**config.mk**
```make
export PLATFORM = sky130hd
export DESIGN_NAME = pv_clock_tick_generator
export DESIGN_NICKNAME = d
export VERILOG_FILES = /design/src/rtl/pvct_pkg.sv /design/src/rtl/pvct_scale.sv /design/src/rtl/pvct_div.sv /design/src/rtl/pv_clock_tick_generator.sv
export SDC_FILE = /design/constraint.sdc
export NUM_CORES = 2
export LEC_CHECK = 0
export BUFFER_PORTS_ARGS = -buffer_cell sky130_fd_sc_hd__buf_2
export CORE_ASPECT_RATIO = 2
export CORE_MARGIN = 2
export CORE_UTILIZATION = 32
export CTS_BUF_LIST = sky130_fd_sc_hd__clkbuf_4 sky130_fd_sc_hd__clkbuf_8 sky130_fd_sc_hd__clkbuf_16
export DETAILED_ROUTE_END_ITERATION = 6
export GPL_ROUTABILITY_DRIVEN = 0
export HOLD_SLACK_MARGIN = 0.03
export REMOVE_ABC_BUFFERS = 1
export SLEW_MARGIN = 15
export SYNTH_ARGS = -nofsm -noshare
export SYNTH_HDL_FRONTEND = slang
export SYNTH_SLANG_ARGS = --single-unit
export TNS_END_PERCENT = 100
```
**constraint.sdc**
```tcl
create_clock -name i_clk -period 30 [get_ports i_clk]
set_clock_uncertainty 0.2 [all_clocks]
set_input_delay 3 -clock i_clk [delete_from_list [all_inputs] [get_ports i_clk]]
set_output_delay 3 -clock i_clk [all_outputs]
set_load 0.03 [all_outputs]
```
**src/rtl/pvct_pkg.sv**
```systemverilog
// shared widths and constants for the paravirtual clock tick generator
// no dependencies; imported by every module of the block
`default_nettype none

package pvct_pkg;

    // field widths
    localparam int TIME_W  = 64;
    localparam int FRAC_W  = 32;
    localparam int SHIFT_W = 6;
    localparam int TICK_W  = 30;
    localparam int COUNT_W = 32;

    // tick length after reset: 100 Hz kernel clock
    localparam logic [TICK_W-1:0] TICK_RESET = TICK_W'(10000000);

    // saturation value of the reported tick count
    localparam logic [COUNT_W-1:0] COUNT_MAX = '1;

endpackage

`default_nettype wire

```
**src/rtl/pvct_scale.sv**
```systemverilog
// counter delta scaling: pre-shift, then delta times 0.32 fraction, top 64 bits
// one 32x32 multiplier used twice under a small sequencer; uses pvct_pkg
`default_nettype none

module pvct_scale (
    input  logic                         i_clk,
    input  logic                         i_rst_n,
    input  logic                         i_start,
    input  logic [pvct_pkg::TIME_W-1:0]  i_delta,
    input  logic [pvct_pkg::FRAC_W-1:0]  i_frac,
    input  logic [pvct_pkg::SHIFT_W-1:0] i_shift,
    output logic                         o_done,
    output logic [pvct_pkg::TIME_W-1:0]  o_scaled
);
    import pvct_pkg::*;

    typedef enum logic [4:0] {
        SC_IDLE  = 5'b00001,
        SC_SHIFT = 5'b00010,
        SC_MLO   = 5'b00100,
        SC_MHI   = 5'b01000,
        SC_ADD   = 5'b10000
    } t_sc_state;

    t_sc_state            r_state;
    logic                 r_done;
    logic [TIME_W-1:0]    r_d;
    logic [FRAC_W-1:0]    r_frac;
    logic [SHIFT_W-1:0]   r_sh;
    logic [TIME_W-1:0]    r_prod;
    logic [FRAC_W-1:0]    r_plo_hi;
    logic [TIME_W-1:0]    r_scaled;

    logic [SHIFT_W:0]     w_rsh_amt;
    logic [TIME_W-1:0]    w_shifted;
    logic [FRAC_W-1:0]    w_mul_a;
    logic [TIME_W-1:0]    w_prod;

    // a set top bit means a right shift by 64 minus the code (1..32)
    assign w_rsh_amt = 7'd64 - {1'b0, r_sh};
    assign w_shifted = r_sh[SHIFT_W-1] ? (r_d >> w_rsh_amt) : (r_d << r_sh[SHIFT_W-2:0]);

    // shared multiplier: low half first, then high half
    assign w_mul_a = (r_state == SC_MLO) ? r_d[FRAC_W-1:0] : r_d[TIME_W-1:FRAC_W];
    assign w_prod  = {{(TIME_W-FRAC_W){1'b0}}, w_mul_a} * {{(TIME_W-FRAC_W){1'b0}}, r_frac};

    // sequencer
    always_ff @(posedge i_clk) begin
        if (!i_rst_n) begin
            r_state <= SC_IDLE;
            r_done  <= 1'b0;
        end else begin
            r_done <= 1'b0;
            unique case (r_state)
                SC_IDLE: begin
                    if (i_start) begin
                        r_d     <= i_delta;
                        r_frac  <= i_frac;
                        r_sh    <= i_shift;
                        r_state <= SC_SHIFT;
                    end
                end
                SC_SHIFT: begin
                    r_d     <= w_shifted;
                    r_state <= SC_MLO;
                end
                SC_MLO: begin
                    r_prod  <= w_prod;
                    r_state <= SC_MHI;
                end
                SC_MHI: begin
                    r_plo_hi <= r_prod[TIME_W-1:FRAC_W];
                    r_prod   <= w_prod;
                    r_state  <= SC_ADD;
                end
                SC_ADD: begin
                    r_scaled <= r_prod + {{(TIME_W-FRAC_W){1'b0}}, r_plo_hi};
                    r_done   <= 1'b1;
                    r_state  <= SC_IDLE;
                end
                default: begin
                    r_state <= SC_IDLE;
                end
            endcase
        end
    end

    assign o_done   = r_done;
    assign o_scaled = r_scaled;

endmodule

`default_nettype wire

```
**src/rtl/pvct_div.sv**
```systemverilog
// restoring divider, one quotient bit per cycle: 64-bit dividend by tick length
// uses pvct_pkg for widths
`default_nettype none

module pvct_div (
    input  logic                        i_clk,
    input  logic                        i_rst_n,
    input  logic                        i_start,
    input  logic [pvct_pkg::TIME_W-1:0] i_dividend,
    input  logic [pvct_pkg::TICK_W-1:0] i_divisor,
    output logic                        o_done,
    output logic [pvct_pkg::TIME_W-1:0] o_quotient,
    output logic [pvct_pkg::TICK_W-1:0] o_remainder
);
    import pvct_pkg::*;

    localparam int CNT_W = $clog2(TIME_W);

    logic                 r_busy;
    logic                 r_done;
    logic [CNT_W-1:0]     r_cnt;
    logic [TIME_W-1:0]    r_quo;
    logic [TICK_W-1:0]    r_rem;
    logic [TICK_W-1:0]    r_div;

    logic [TICK_W:0]      w_trial;
    logic                 w_fits;
    logic [TICK_W:0]      w_diff;

    // shift in the next dividend bit and try the subtraction
    assign w_trial = {r_rem, r_quo[TIME_W-1]};
    assign w_fits  = (w_trial >= {1'b0, r_div});
    assign w_diff  = w_trial - {1'b0, r_div};

    always_ff @(posedge i_clk) begin
        if (!i_rst_n) begin
            r_busy <= 1'b0;
            r_done <= 1'b0;
            r_cnt  <= '0;
        end else begin
            r_done <= 1'b0;
            if (i_start && !r_busy) begin
                r_busy <= 1'b1;
                r_cnt  <= '0;
                r_quo  <= i_dividend;
                r_rem  <= '0;
                r_div  <= i_divisor;
            end else if (r_busy) begin
                r_rem <= w_fits ? w_diff[TICK_W-1:0] : w_trial[TICK_W-1:0];
                r_quo <= {r_quo[TIME_W-2:0], w_fits};
                r_cnt <= r_cnt + 1'b1;
                if (r_cnt == CNT_W'(TIME_W-1)) begin
                    r_busy <= 1'b0;
                    r_done <= 1'b1;
                end
            end
        end
    end

    assign o_done      = r_done;
    assign o_quotient  = r_quo;
    assign o_remainder = r_rem;

endmodule

`default_nettype wire

```
**src/rtl/pv_clock_tick_generator.sv**
```systemverilog
// paravirtual clock tick generator: snapshot scaling and kernel tick counting
// instantiates pvct_scale and pvct_div; uses pvct_pkg
// steps: scaler, sum, difference, then the divider for a timer item, while an
//   init item or a negative difference goes straight to the done step
// throughput: one item at a time; the next item is taken once the result is
//   in the output register, even while that result waits to be taken
// reset (synchronous, active low): idle, no result, tick length 10000000 ns,
//   processed time zero
`default_nettype none

module pv_clock_tick_generator (
    input  logic                                i_clk,
    input  logic                                i_rst_n,
    // configuration
    input  logic                                i_cfg_we,
    input  logic [pvct_pkg::TICK_W-1:0]         i_cfg_wdata,
    // input item
    input  logic                                i_in_valid,
    output logic                                o_in_stall,
    input  logic                                i_func,
    input  logic [pvct_pkg::TIME_W-1:0]         i_counter_now,
    input  logic [pvct_pkg::TIME_W-1:0]         i_stamp_count,
    input  logic [pvct_pkg::TIME_W-1:0]         i_stamp_time_ns,
    input  logic [pvct_pkg::FRAC_W-1:0]         i_mul_fraction,
    input  logic signed [pvct_pkg::SHIFT_W-1:0] i_scale_shift,
    // result item
    output logic                                o_out_valid,
    input  logic                                i_out_stall,
    output logic [pvct_pkg::TIME_W-1:0]         o_system_time_ns,
    output logic [pvct_pkg::COUNT_W-1:0]        o_tick_count,
    output logic                                o_rearm,
    output logic [pvct_pkg::TIME_W-1:0]         o_deadline_ns,
    output logic signed [pvct_pkg::TIME_W-1:0]  o_leftover_ns
);
    import pvct_pkg::*;

    typedef enum logic [5:0] {
        S_IDLE  = 6'b000001,
        S_SCALE = 6'b000010,
        S_SUM   = 6'b000100,
        S_DIFF  = 6'b001000,
        S_DIV   = 6'b010000,
        S_DONE  = 6'b100000
    } t_state;

    t_state               r_state;
    logic [TICK_W-1:0]    r_tick;
    logic [TIME_W-1:0]    r_done_time;
    logic                 r_func;
    logic [TIME_W-1:0]    r_stamp_time;
    logic [TIME_W-1:0]    r_sys;
    logic [TIME_W-1:0]    r_diff;
    logic [COUNT_W-1:0]   r_count;
    logic [TIME_W-1:0]    r_left;
    logic                 r_div_start;
    logic                 r_out_valid;
    logic [TIME_W-1:0]    r_out_sys;
    logic [COUNT_W-1:0]   r_out_count;
    logic                 r_out_rearm;
    logic [TIME_W-1:0]    r_out_deadline;
    logic [TIME_W-1:0]    r_out_left;

    logic                 w_in_accept;
    logic                 w_slot_free;
    logic [TICK_W-1:0]    w_tick;
    logic [TIME_W-1:0]    w_delta;
    logic                 w_scale_done;
    logic [TIME_W-1:0]    w_scaled;
    logic                 w_div_done;
    logic [TIME_W-1:0]    w_quo;
    logic [TICK_W-1:0]    w_rem;
    logic [TIME_W-1:0]    w_rem_ext;

    assign w_in_accept = i_in_valid && !o_in_stall;
    assign w_slot_free = !r_out_valid || !i_out_stall;
    assign o_in_stall  = (r_state != S_IDLE);

    // a zero tick length counts as one
    assign w_tick    = (r_tick == '0) ? TICK_W'(1) : r_tick;
    assign w_delta   = i_counter_now - i_stamp_count;
    assign w_rem_ext = {{(TIME_W-TICK_W){1'b0}}, w_rem};

    // tick length register
    always_ff @(posedge i_clk) begin
        if (!i_rst_n) begin
            r_tick <= TICK_RESET;
        end else if (i_cfg_we) begin
            r_tick <= i_cfg_wdata;
        end
    end

    pvct_scale u_scale (
        .i_clk    (i_clk),
        .i_rst_n  (i_rst_n),
        .i_start  (w_in_accept),
        .i_delta  (w_delta),
        .i_frac   (i_mul_fraction),
        .i_shift  (i_scale_shift),
        .o_done   (w_scale_done),
        .o_scaled (w_scaled)
    );

    pvct_div u_div (
        .i_clk       (i_clk),
        .i_rst_n     (i_rst_n),
        .i_start     (r_div_start),
        .i_dividend  (r_diff),
        .i_divisor   (w_tick),
        .o_done      (w_div_done),
        .o_quotient  (w_quo),
        .o_remainder (w_rem)
    );

    // item sequencer and processed-time state
    always_ff @(posedge i_clk) begin
        if (!i_rst_n) begin
            r_state     <= S_IDLE;
            r_done_time <= '0;
            r_div_start <= 1'b0;
        end else begin
            r_div_start <= 1'b0;
            unique case (r_state)
                S_IDLE: begin
                    if (w_in_accept) begin
                        r_func       <= i_func;
                        r_stamp_time <= i_stamp_time_ns;
                        r_state      <= S_SCALE;
                    end
                end
                S_SCALE: begin
                    if (w_scale_done) begin
                        r_state <= S_SUM;
                    end
                end
                S_SUM: begin
                    r_sys   <= r_stamp_time + w_scaled;
                    r_state <= S_DIFF;
                end
                S_DIFF: begin
                    r_count <= '0;
                    if (!r_func) begin
                        r_done_time <= r_stamp_time;
                        r_left      <= '0;
                        r_state     <= S_DONE;
                    end else if (r_sys[TIME_W-1] != r_done_time[TIME_W-1] &&
                                 (r_sys - r_done_time) >= 64'h8000_0000_0000_0000) begin
                        // negative difference: no ticks
                        r_left  <= r_sys - r_done_time;
                        r_state <= S_DONE;
                    end else if ((r_sys - r_done_time) >= 64'h8000_0000_0000_0000) begin
                        r_left  <= r_sys - r_done_time;
                        r_state <= S_DONE;
                    end else begin
                        r_diff      <= r_sys - r_done_time;
                        r_div_start <= 1'b1;
                        r_state     <= S_DIV;
                    end
                end
                S_DIV: begin
                    if (w_div_done) begin
                        r_count     <= (w_quo[TIME_W-1:COUNT_W] != '0) ? COUNT_MAX
                                                                        : w_quo[COUNT_W-1:0];
                        r_left      <= w_rem_ext;
                        r_done_time <= r_sys - w_rem_ext;
                        r_state     <= S_DONE;
                    end
                end
                S_DONE: begin
                    if (w_slot_free) begin
                        r_state <= S_IDLE;
                    end
                end
                default: begin
                    r_state <= S_IDLE;
                end
            endcase
        end
    end

    // output register
    always_ff @(posedge i_clk) begin
        if (!i_rst_n) begin
            r_out_valid <= 1'b0;
        end else begin
            if (r_state == S_DONE && w_slot_free) begin
                r_out_valid    <= 1'b1;
                r_out_sys      <= r_sys;
                r_out_count    <= r_count;
                r_out_rearm    <= (r_count != '0);
                r_out_deadline <= r_done_time + {{(TIME_W-TICK_W){1'b0}}, w_tick};
                r_out_left     <= r_left;
            end else if (!i_out_stall) begin
                r_out_valid <= 1'b0;
            end
        end
    end

    assign o_out_valid      = r_out_valid;
    assign o_system_time_ns = r_out_sys;
    assign o_tick_count     = r_out_count;
    assign o_rearm          = r_out_rearm;
    assign o_deadline_ns    = r_out_deadline;
    assign o_leftover_ns    = r_out_left;

    // the block takes no second item while one is in flight
    a_busy_after_accept: assert property (@(posedge i_clk) disable iff (!i_rst_n)
        w_in_accept |=> o_in_stall)
        else $error("input accepted while an item is in flight");

    // the re-arm flag follows the tick count
    a_rearm_matches: assert property (@(posedge i_clk) disable iff (!i_rst_n)
        r_out_valid |-> (r_out_rearm == (r_out_count != '0)))
        else $error("re-arm flag disagrees with tick count");

    // divider finishes only while the sequencer waits for it
    a_div_done_in_div: assert property (@(posedge i_clk) disable iff (!i_rst_n)
        w_div_done |-> (r_state == S_DIV))
        else $error("divider finished outside the divide step");

    // after ticks are taken the remainder is below one tick
    a_left_below_tick: assert property (@(posedge i_clk) disable iff (!i_rst_n)
        (r_state == S_DIV && w_div_done) |-> (w_rem < w_tick))
        else $error("remainder not below tick length");

    // a result is shown only after the sequencer finishes an item
    a_out_from_done: assert property (@(posedge i_clk) disable iff (!i_rst_n)
        $rose(r_out_valid) |-> ($past(r_state) == S_DONE))
        else $error("result appeared without a finished item");

endmodule

`default_nettype wire
```
; ---- Word-level counts from Yosys, hierarchy flattened
; Index checks and enable logic that the tools add are counted.
[totals]
regBits = 1016
inputBits = 266
output_inout_bits = 227
wordCells = 144
[op_classes]
addsub = 9
multipliers = 1
magnitude_cmp = 2
n_eq_ne = 22
shifts = 2
mux = 38
bitwise = 6
n_reduce_logical = 34
[op_table]
columns = operator, n
row1 = $mux W64, 10
row2 = $pmux W64 S2, 3
row3 = $sub A64 B64 Y64, 2
row4 = $mux W32, 3
row5 = $mux W30, 3
row6 = $add A64 B30 Y64, 1
row7 = $add A64 B32 Y64, 1
row8 = $add A64 B64 Y64, 1
row9 = $ge A64 B64 Y1 const B, 1
row10 = $mul A32 B32 Y64, 1
row11 = $pmux W32 S2, 1
row12 = $reduce_bool A32 Y1, 2
row13 = $shl A64 B5 Y64, 1
row14 = $shr A64 B7 Y64, 1
row15 = $sub A64 B30 Y64, 1
row16 = $mux W6, 7
row17 = $pmux W6 S6, 1
row18 = $ge A31 B30 Y1, 1
row19 = $logic_not A30 Y1, 1
row20 = $sub A30 B30 Y30, 1
row21 = $pmux W5 S4, 1
row22 = $reduce_and A3 Y1, 5
row23 = $reduce_and A2 Y1, 7
row24 = $eq A6 B6 Y1 const B, 2
row25 = 29 further kinds, 56

; ---- Logic depth before layout (Yosys ltp)
[logic_depth]
depth_word = 6
mapped_depth = 37

; ---- Modules after synthesis
; Synthesis repeated with hierarchy kept, for this count alone.
[hier_totals]
hier_cells = 9906
area_unflattened_um2 = 95984.6
[by_module_without_submodules]
columns = module, instances, cells_per_inst, area_per_inst_um2
row1 = pvct_scale, 1, 5500, 51929.8
row2 = pv_clock_tick_generator, 1, 3703, 36952.9
row3 = pvct_div, 1, 703, 7101.8

; ---- Least setup slack after synthesis
; No wires, ideal clock.
[synth_timing]
kind = input -> register
startpoint = in i_rst_n
endpoint = reg r_out_deadline[0], in the netlist o_deadline_ns[0] (enable)
arrival_ps = 12853
t_required_ps = 28986
slack_ps = 16133
stages = 4
n_path_buf = 2
path_cell_list = clkbuf_1 -> clkbuf_1 -> nand2_1 -> nor2_1
[synth_between]
elab_chain_cells = 1
[synth_rtl]
columns = item, line_no
row1 = start: declaration, pv_clock_tick_generator.sv:13  ; input logic i_rst_n,
row2 = $reduce_and A2 Y1 (no line), n/a
row3 = end signal: assignment, pv_clock_tick_generator.sv:190  ; r_out_deadline <= r_done_time + {{(TIME_W-TICK_W){1'b0}}, w_tick};
row4 = end: declaration, pv_clock_tick_generator.sv:60  ; logic [TIME_W-1:0] r_out_deadline;
; Every way passes these cells.
; A chain may end at the register's enable or synchronous reset.

; ---- Worst setup path in the final report
[layout_timing]
startpoint = reg u_scale.r_state[0]
endpoint = reg u_scale.r_prod[63] (data pin)
[layout_between]
elab_chain_cells = 3
[layout_rtl]
columns = item, line_no
row1 = start: declaration, pvct_scale.sv:25  ; t_sc_state r_state;
row2 = start signal: assignment, pvct_scale.sv:50  ; r_state <= SC_IDLE;
row3 = start signal: assignment, pvct_scale.sv:60  ; r_state <= SC_SHIFT;
row4 = start signal: assignment, pvct_scale.sv:65  ; r_state <= SC_MLO;
row5 = $eq A5 B3 Y1, pvct_scale.sv:44  ; assign w_mul_a = (r_state == SC_MLO) ? r_d[FRAC_W-1:0] : r_d[TIME_W-1:FRAC_W];
row6 = $mux W32, pvct_scale.sv:44
row7 = $mul A32 B32 Y64, pvct_scale.sv:45  ; assign w_prod = {{(TIME_W-FRAC_W){1'b0}}, w_mul_a} * {{(TIME_W-FRAC_W){1'b0}}, r_frac};
row8 = named net u_scale.w_prod[63], pvct_scale.sv:37  ; logic [TIME_W-1:0] w_prod;
row9 = end signal: assignment, pvct_scale.sv:68  ; r_prod <= w_prod;
row10 = end signal: assignment, pvct_scale.sv:73  ; r_prod <= w_prod;
row11 = end: declaration, pvct_scale.sv:30  ; logic [TIME_W-1:0] r_prod;
; The timed path passes the listed nets, and every way through them passes these cells.

==> impl_results.md <==
* Number of flops mapped to enable cells by yosys at 900
* RSZ-0062 raised after global routing: no
* Reg2reg start: u_scale.r_state[0]$_SDFFE_PN1P_
* Synthesized cell area at 0.0937 mm2
* Vias at 72755
* Drt drc at 4
* Die footprint at 0.297 mm2
* Effective utilization at floorplan at 32.1%
* Ports at 493
* Post-layout nets at 11498
* Synth top area share at 28.9%
* Initial antenna violation count at 31
* CTS tree: yes
* Worst Hold Path Cells at 0
* Most frequent cells in the layout: nand2_1 (1163), inv_1 (1138), fa_1 (903)
* Startpoint Class: flip-flop
* Worst Path Buf+Inv at 5
* Cell repeated most along the worst path: fa_1
* Die outline height at 769 um
* Synth Register Bits at 1016
* Failing checks: DRC
* Layout cell share with drive strength beyond 1 at 10.5%
* Clk buf depth at 3
* Worst path required time at 30230 ps
* Post-layout util at 35.4%
* Final Max Tran Viols at 0
* Hold Path Origin: r_left[43]$_SDFFCE_PP0P_
* Post-CTS Resized at 0
* Largest net degree at the start of global routing at 73
* Crit. End Element: flip-flop
* IO Port Bufs at 492
* MaxCap Viol Count at 0
* Worst-Margin Slew at 1360 ps
* Warnings, synthesis at 0
* DRT iter0 DRCs at 5326
* Gr usage total at 21.6%
* Vias in the first global route at 75567
* Post-layout min period at 10200 ps
* Crit path max fanout at 33
* Delay-heaviest family, CP: adder cells
* Slowest stage delay, CP at 690 ps
* CTS buffer count at 94
* Max_slew headroom at 8.62%
* Status: complete, but fails checks
* HP Class: reg2reg
* Overall routed net length at 327000 um
* Via/cell ratio at 5.32
* Post-detail-place hpwl at 254000 um
* Layout overhead on the synthesized area at 10.5%
* Post-synthesis sequential area ratio at 31.3%
* Synthesized area per cell at 9.82 um2
* Core ar. at 0.292 mm2
* Most common cell after layout, fill and taps aside: nand2_1
* Design Area, Final at 0.104 mm2
* Cts hold-fix bufs at 0
* FF-to-FF path depth at 28
* Fmax at 98.0 MHz
* CTS root buffer: clkbuf_16
* Largest cells by area after synthesis: edfxtp_1 (29%), fa_1 (19%), ha_1 (7.7%)
* Unique cell type count in the Yosys netlist at 85
* ANT nets after route at 0
* First-pass GRT wire length at 478000 um
* Filler Cell Count at 29522
* Final setup fails at 0
* Post-DP Area at 0.100 mm2
* Syn Inst Count at 9537
* H-tree levels at 3
* Setup TNS at 0 ps
* Top_reg_cell synth: edfxtp_1
* Post-CTS setup buffers at 0
* WP data arrival at 10430 ps
* Area leader, netlist: edfxtp_1
* Worst skew pair latency at 790 ps
* WL/cell at 23.9 um
* DR pass1 iterations at 7
* Die Width at 387 um
* Async SR Flop Fraction at 0%
* Row cnt at 281
* CP max stage cell: mux2_2
* Reg2reg setup slack at 19800 ps
* Hold path endpoint: o_leftover_ns[43]$_DFFE_PP_
* Grt total ovfl at 0
* CP Class: reg2reg
* Clock transition at path regs at 70 ps
* Final Hold Viols at 0
* Reg2reg end: u_scale.r_prod[63]$_DFFE_PP_
* Period utilization at 34.0%
* Clock sinks at 1016
metal layers:
layer	global-route usage, %	vias up	share of wire [%]
met5	0	-	0.070
met4	16.2	28	8.9
met3	3.02	1113	5.4
met2	40.8	2910	53
met1	21.1	36138	33
li1	-	32566	-
state kept, by name (all words and copies together) (netlist names), 64 cells and up:
name	count
o_deadline_ns	64
o_leftover_ns	64
o_system_time_ns	64
r_diff	64
r_done_time	64
r_left	64
r_stamp_time	64
r_sys	64
u_div.o_quotient	64
u_scale.o_scaled	64
u_scale.r_d	64
u_scale.r_prod	64
how the worst max path moves through the flow:
stage,start,end,slack [ps],cells past startpoint
2_1_floorplan,i_out_stall,o_deadline_ns[0]$_DFFE_PP_,16420,3
3_3_place_gp,u_scale.r_state[1]$_SDFFE_PN0P_,u_scale.r_prod[63]$_DFFE_PP_,20080,28
3_5_place_dp,u_scale.r_state[1]$_SDFFE_PN0P_,u_scale.r_prod[63]$_DFFE_PP_,20000,28
4_1_cts,u_scale.r_state[0]$_SDFFE_PN1P_,u_scale.r_prod[63]$_DFFE_PP_,19840,28
5_1_grt,u_scale.r_state[0]$_SDFFE_PN1P_,u_scale.r_prod[63]$_DFFE_PP_,19490,28
6_report,u_scale.r_state[0]$_SDFFE_PN1P_,u_scale.r_prod[63]$_DFFE_PP_,19800,28
metrics by stage:
step / worst slack, ps / instances / hold WS (ps)
floorplan: 16420 / 9025 / 200
global placement: 20080 / 13477 / 203
detailed placement: 20000 / 13477 / 205
CTS: 19840 / 13655 / 211
global route: 19490 / 13659 / 223
finish: 19800 / 13667 / 217
final cells by class:
cell class	count	area, um2	share of cell area [%]
antenna	12	30.0	0.0290
clock buffer	110	2530	2.44
clock inverter	68	752	0.727
inverter	1141	4290	4.14
multi-input combinational	6868	58300	56.3
sequential	1016	29300	28.4
tap	3820	4780	4.62
timing repair buffer	632	3510	3.39
kinds of logic (layout without fill, tap and decap cells):
kind of cell,Yosys count,in the layout,share of synthesized area [%]
simple gates,2992,2992,15.3
flops,1016,1016,31.3
other cells,0,12,0
compound gates,1659,1659,11.1
mux,292,292,4.46
xor+xnor,446,446,4.17
fa+ha+maj,1479,1479,27.0
buf+inv,1653,1951,6.65
cell usage after synthesis, types with 46 or more instances:
cell type  number
nor4_1         53
nor2_1        520
nand2b_1       49
xor2_1        162
o21a_1         46
mux2i_1       135
a211oi_1       67
o21ai_0       356
edfxtp_1      900
mux2_2         63
a21o_1        240
clkbuf_1      464
inv_1        1139
xnor2_1       284
nand3_1       140
nand2_1      1165
o21bai_1       62
a21oi_1       516
a31oi_1        67
fa_1          903
ha_1          576
and3_1         61
mux4_2         94
nor3_1        109
dfxtp_1       116
nand4_1        76
nor2b_1        71
and2_1        656
worst reg2reg max path: cells and delay by family (launching register included):
family | cells | cell delay [ps]
AO/OA/AOI/OAI | 6 | 1920
buffers and inverters | 5 | 620
multiplexers | 1 | 720
XOR/XNOR | 1 | 150
flip-flops | 1 | 460
AND/OR/NAND/NOR | 6 | 1380
adder cells (fa/ha/maj) | 9 | 4400
Power is left out: the tool's default activity adds up to more than one toggle a clock period on the data nets, which glitch-free logic cannot reach.
